File: src/rtl/core/eogrr_pkg.sv
`default_nettype none

package eogrr_pkg;

   // Geometry of the segment store
   localparam int SAMPLE_BITS     = 16;
   localparam int MAX_CHANNELS    = 64;
   localparam int MAX_SAMPLES     = 1024;
   localparam int ALPHA_FRAC_BITS = 16;

   localparam int CH_W   = $clog2(MAX_CHANNELS);
   localparam int IDX_W  = $clog2(MAX_SAMPLES);
   localparam int ADDR_W = CH_W + IDX_W;
   localparam int CNT_W  = IDX_W + 1;   // holds MAX_SAMPLES itself
   localparam int CHC_W  = CH_W + 1;    // holds MAX_CHANNELS itself
   localparam int THR_W  = 16;

   // Arithmetic widths
   localparam int ALPHA_W = ALPHA_FRAC_BITS + 8;           // Q8.F
   localparam int ACC_W   = 2 * SAMPLE_BITS + IDX_W + 1;   // signed sums of products
   localparam int MUL_A_W = ALPHA_W + 1;
   localparam int MUL_B_W = SAMPLE_BITS + 1;
   localparam int MUL_P_W = MUL_A_W + MUL_B_W;

   // Configuration port
   localparam int CSR_IDX_W  = 2;
   localparam int CSR_DATA_W = 16;
   localparam logic [CSR_IDX_W-1:0] CSR_REF_CHAN  = 2'd0;
   localparam logic [CSR_IDX_W-1:0] CSR_THRESHOLD = 2'd1;
   localparam logic [CSR_IDX_W-1:0] CSR_SAMPLES   = 2'd2;
   localparam logic [CSR_IDX_W-1:0] CSR_CHANNELS  = 2'd3;

   localparam logic [CH_W-1:0]  RST_REF_CHAN = '0;
   localparam logic [THR_W-1:0] RST_THRESHOLD = 16'd100;
   localparam logic [CNT_W-1:0] RST_SAMPLES  = CNT_W'(MAX_SAMPLES);
   localparam logic [CHC_W-1:0] RST_CHANNELS = CHC_W'(MAX_CHANNELS);

   // Item codes
   localparam logic [1:0] MODE_WRITE   = 2'd0;
   localparam logic [1:0] MODE_PROCESS = 2'd1;
   localparam logic [1:0] MODE_READ    = 2'd2;

   localparam logic KIND_STATUS = 1'b0;
   localparam logic KIND_READ   = 1'b1;

   typedef struct packed {
      logic [1:0]                    mode;
      logic [CH_W-1:0]               channel;
      logic [IDX_W-1:0]              sample_index;
      logic signed [SAMPLE_BITS-1:0] sample_in;
   } req_type;

   typedef struct packed {
      logic                          result_kind;
      logic                          artifact_found;
      logic signed [SAMPLE_BITS-1:0] sample_out;
   } rsp_type;

   typedef struct packed {
      logic signed [MUL_A_W-1:0] a;
      logic signed [MUL_B_W-1:0] b;
   } mul_op_type;

   typedef struct packed {
      logic             start;
      logic             neg;
      logic [ACC_W-2:0] mag;
      logic [ACC_W-2:0] divisor;
   } div_req_type;

   typedef struct packed {
      logic                      done;
      logic signed [ALPHA_W-1:0] alpha;
   } div_rsp_type;

endpackage

`default_nettype wire

File: src/rtl/core/eogrr_mul.sv
`default_nettype none

module eogrr_mul
   import eogrr_pkg::*;
(
   input  wire logic                      clock,
   input  wire mul_op_type                mul_op,
   output logic signed [MUL_P_W-1:0]      mul_p
);

   logic signed [MUL_P_W-1:0] prod_ff;

   // shared signed multiplier, product registered
   always_ff @(posedge clock) begin
      prod_ff <= $signed(mul_op.a) * $signed(mul_op.b);
   end

   assign mul_p = prod_ff;

endmodule

`default_nettype wire

File: config.mk
export PLATFORM = sky130hd
export DESIGN_NAME = eogrr_mul
export DESIGN_NICKNAME = d
export VERILOG_FILES = /design/src/rtl/core/eogrr_pkg.sv /design/src/rtl/core/eogrr_mul.sv
export SDC_FILE = /design/constraint.sdc
export NUM_CORES = 1
export LEC_CHECK = 0
export ABC_AREA = 1
export BUFFER_PORTS_ARGS = -buffer_cell sky130_fd_sc_hd__buf_2
export CORE_MARGIN = 2
export CORE_UTILIZATION = 45
export DETAILED_ROUTE_END_ITERATION = 8
export GPL_TIMING_DRIVEN = 0
export PLACE_DENSITY = 0.64
export SKIP_LAST_GASP = 1
export SYNTH_ARGS = -nofsm -noshare
export SYNTH_HDL_FRONTEND = slang
export SYNTH_SLANG_ARGS = --single-unit
File: constraint.sdc
create_clock -name clock -period 6.95 [get_ports clock]
set_clock_uncertainty 0.2 [all_clocks]
set_input_delay 1.39 -clock clock [delete_from_list [all_inputs] [get_ports clock]]
set_output_delay 1.39 -clock clock [all_outputs]
set_load 0.03 [all_outputs]
; ---- Yosys cells after proc, flatten, opt, wreduce, memory -nomap -nowiden
; Cells that the tools add are included.
[totals]
input_bits = 43
out_inout_bits = 42
word_cells = 2
register_bits = 42
[op_classes]
n_mul = 1
[ops]
columns = operator, count
row1 = $mul 25x17->42, 1

; ---- Longest topological paths before layout
[logic_depth]
word_depth = 1
ltp_mapped = 29
mapped_depth_nobuf = 27

; ---- Worst setup path before layout
; No wires, ideal clock.
[synth_path]
path_type = input to register
startpoint = in mul_op[41] (netlist name)
endpoint = reg prod_ff[40] (netlist: mul_p[40])
setup_slack_ns = -0.001
required_time_ns = 6.637
path_stages = 22
t_arrival_ns = 6.639
cell_sequence = clkbuf_1 -> clkbuf_1 -> nand2_1 -> fa_1 -> inv_1 -> fa_1 -> inv_1 -> fa_1 -> inv_1 -> fa_1 -> inv_1 -> fa_1 -> fa_1 -> inv_1 -> ha_1 -> inv_1 -> nor3_1 -> nand2_1 -> nor2_1 -> nand3_1 -> nand4_1 -> nand2_1
[synth_between]
elab_chain_len = 1
[synth_rtl]
columns = item, line
row1 = "start, declared", eogrr_mul.sv:7  ; input wire mul_op_type mul_op,
row2 = $mul 25x17->42, eogrr_mul.sv:15  ; prod_ff <= $signed(mul_op.a) * $signed(mul_op.b);
row3 = "end signal, assigned", eogrr_mul.sv:15
row4 = "end, declared", eogrr_mul.sv:11  ; logic signed [MUL_P_W-1:0] prod_ff;
; No other way between the ends.

; ---- Worst setup path after layout
[layout_path]
startpoint = in mul_op[5] (netlist name)
endpoint = reg prod_ff[38] (netlist: mul_p[38])
; Same word-level chain as after synthesis.

==> metrics.txt <==
status=finished, final reports clean; number of synthesized register bits=42; Post-Syn Instances=2,301; Starting Density=45.3%; Final Hold Fails=0; Crit. Startpoint=mul_op[5]; CTS tree=done; critical path class=in2reg; peak fanout along the critical path=10; Via Count=14,324; wire per inst=18.1 um; Synth area leaders=fa_1 (48%), inv_1 (16%), nand2_1 (14%); die height=201 um; largest net degree at the start of global routing=14; HPWL Detailed=44,100 um; Max Clock Freq=0.147 GHz; Die W=201 um; Pre-antenna DRT Iters=6; ratio of cells with drive above 1 in the final layout=9.21%; worst slew pin tran=0.614 ns; Synth Cell Area=17,400 sq um; CTS Buf Count=5; dpl cell area=18,300 sq um; Iter 0 DRT Violations=1,010; port bufs=43; post-route ant nets=0; top cell type by total area after synthesis=fa_1; CTS Sinks=42; Startpoint Class=primary input; layout net count=2,914; Post-synth EDFFs=0; Post-synth ARST share=0%; worst hold start=mul_op[17]; Diodes inserted=0; maxcap violations=0; max-slew violations=0; fin crit period=6.79 ns; yosys warns=0; CTS H-tree depth=2; CP endpoint kind=flip-flop; Worst slew margin=59.0%; Routed WL=51,900 um; path type of the worst min-delay path=in2reg; Setup-failing EPs final=0; Layout area overhead=8.71%; die area=40,200 sq um; syn nets=2,861; Reg clk slew, reported paths=0.07 ns; Yosys top cell area share=47.9%; final worst-path cycle share=97.7%; initial antenna violation count=0; syn_area_per_cell=7.56 sq um; first-pass GRT wire length=83,300 um; Total Routing Usage GR=27.0%; Seq/Total Area, Yosys=4.83%; Finished Cell Area=18,900 sq um; CTS hold repair buffers=0; CTS max path bufs=2; I/O Pins=85; Congestion Overflow GR=0; RD Place Congestion=0.957; Synth Flop Type=dfxtp_1; max reg flops=42; vias per cell=4.99; RSZ-0062 raised after global routing=yes; Core ar.=38,400 sq um; standard-cell rows=72; post-synth cell types=28; root buf cell=clkbuf_16; required time worst endpoint=6.93 ns; drc violations=0; Critical Path AT=6.77 ns; vias in the first global route=15,828
[cell usage in the layout (no fill, tap or decap), types with 23 or more instances in the layout]
cell and count:
nand3_1 44, buf_2 53, ha_1 96, clkbuf_2 24
inv_1 738, buf_6 23, fa_1 411, nor2_1 62
a21oi_1 25, nand2_1 664, dfxtp_1 42
[metrics by stage]
step	setup TNS, ns	hold slack [ns]	setup WS [ns]	utilization, %	instances
after global routing	-0.102	1.32	-0.0426	49.3	2873
final	0	1.32	0.158	49.3	2873
after CTS	-0.0372	1.33	-0.0372	48.4	2870
after global placement	-21.80	1.59	-0.973	47.6	2862
after floorplan	0	1.48	0.0209	-	2301
after detailed placement	-23.03	1.61	-1.05	47.6	2862
[cell usage after synthesis (10+ instances only)]
library cell,n
clkbuf_1,99
nand3_1,45
o21bai_1,10
ha_1,101
xor2_1,19
or2_2,10
fa_1,416
dfxtp_1,42
a21oi_1,28
nand2_1,665
inv_1,741
nor2_1,68
nand2_2,12
[logic make-up after synthesis]
| kind of cell | share of synthesized area (%) |
|---|---|
| AOI/OAI and AO/OA | 1.45 |
| xor gates and xnor gates | 1.16 |
| adders and majority gates | 55.1 |
| buffers and inverters | 18.2 |
| DFF | 4.83 |
| and+or+nand+nor | 19.2 |
[final timing paths]
path                 to  slack [ns]  cells past startpoint
max   mul_p[38]$_DFF_P_        0.16                     25
min    mul_p[0]$_DFF_P_        1.32                      3
[critical path: stages]
cell	delay, ns
clkbuf_4	0.17
buf_2	0.25
nand2_1	0.11
inv_1	0.06
fa_1	0.54
inv_1	0.05
fa_1	0.40
fa_1	0.54
inv_1	0.05
fa_1	0.51
fa_1	0.58
inv_1	0.07
fa_1	0.48
inv_1	0.05
ha_1	0.35
nand2_2	0.17
inv_1	0.05
a21oi_1	0.27
nand2_1	0.17
nand2_1	0.10
nand2_1	0.05
nand2_1	0.14
nand3_1	0.09
nand2_1	0.06
nand2_1	0.04
[routing by layer]
metal	global-route usage (%)	vias to the layer above	part of all wire (%)
met5	0	-	0
met4	13.1	0	6.2
met3	6.28	161	9.0
met2	47.0	664	48
met1	31.6	7084	37
li1	-	6415	-
[what timing repair did]
item                                    CTS  global route
pin swaps                                 0             2
gates resized for setup                 112           202
buffers inserted                          0             3
endpoints found under the setup margin   28            27
[layout make-up]
type,count,area (sq um)
plain buffers,100,764
clock buffers,6,129
clock inverters,2,13.8
fillers,3860,19500
inverters,744,2800
multi-input cells,1415,13500
flip-flops and latches,42,841
well taps,518,648
repair buffers,46,238
Power is left out: the tool's default activity adds up to more than one toggle a clock period on the data nets, which glitch-free logic cannot reach.
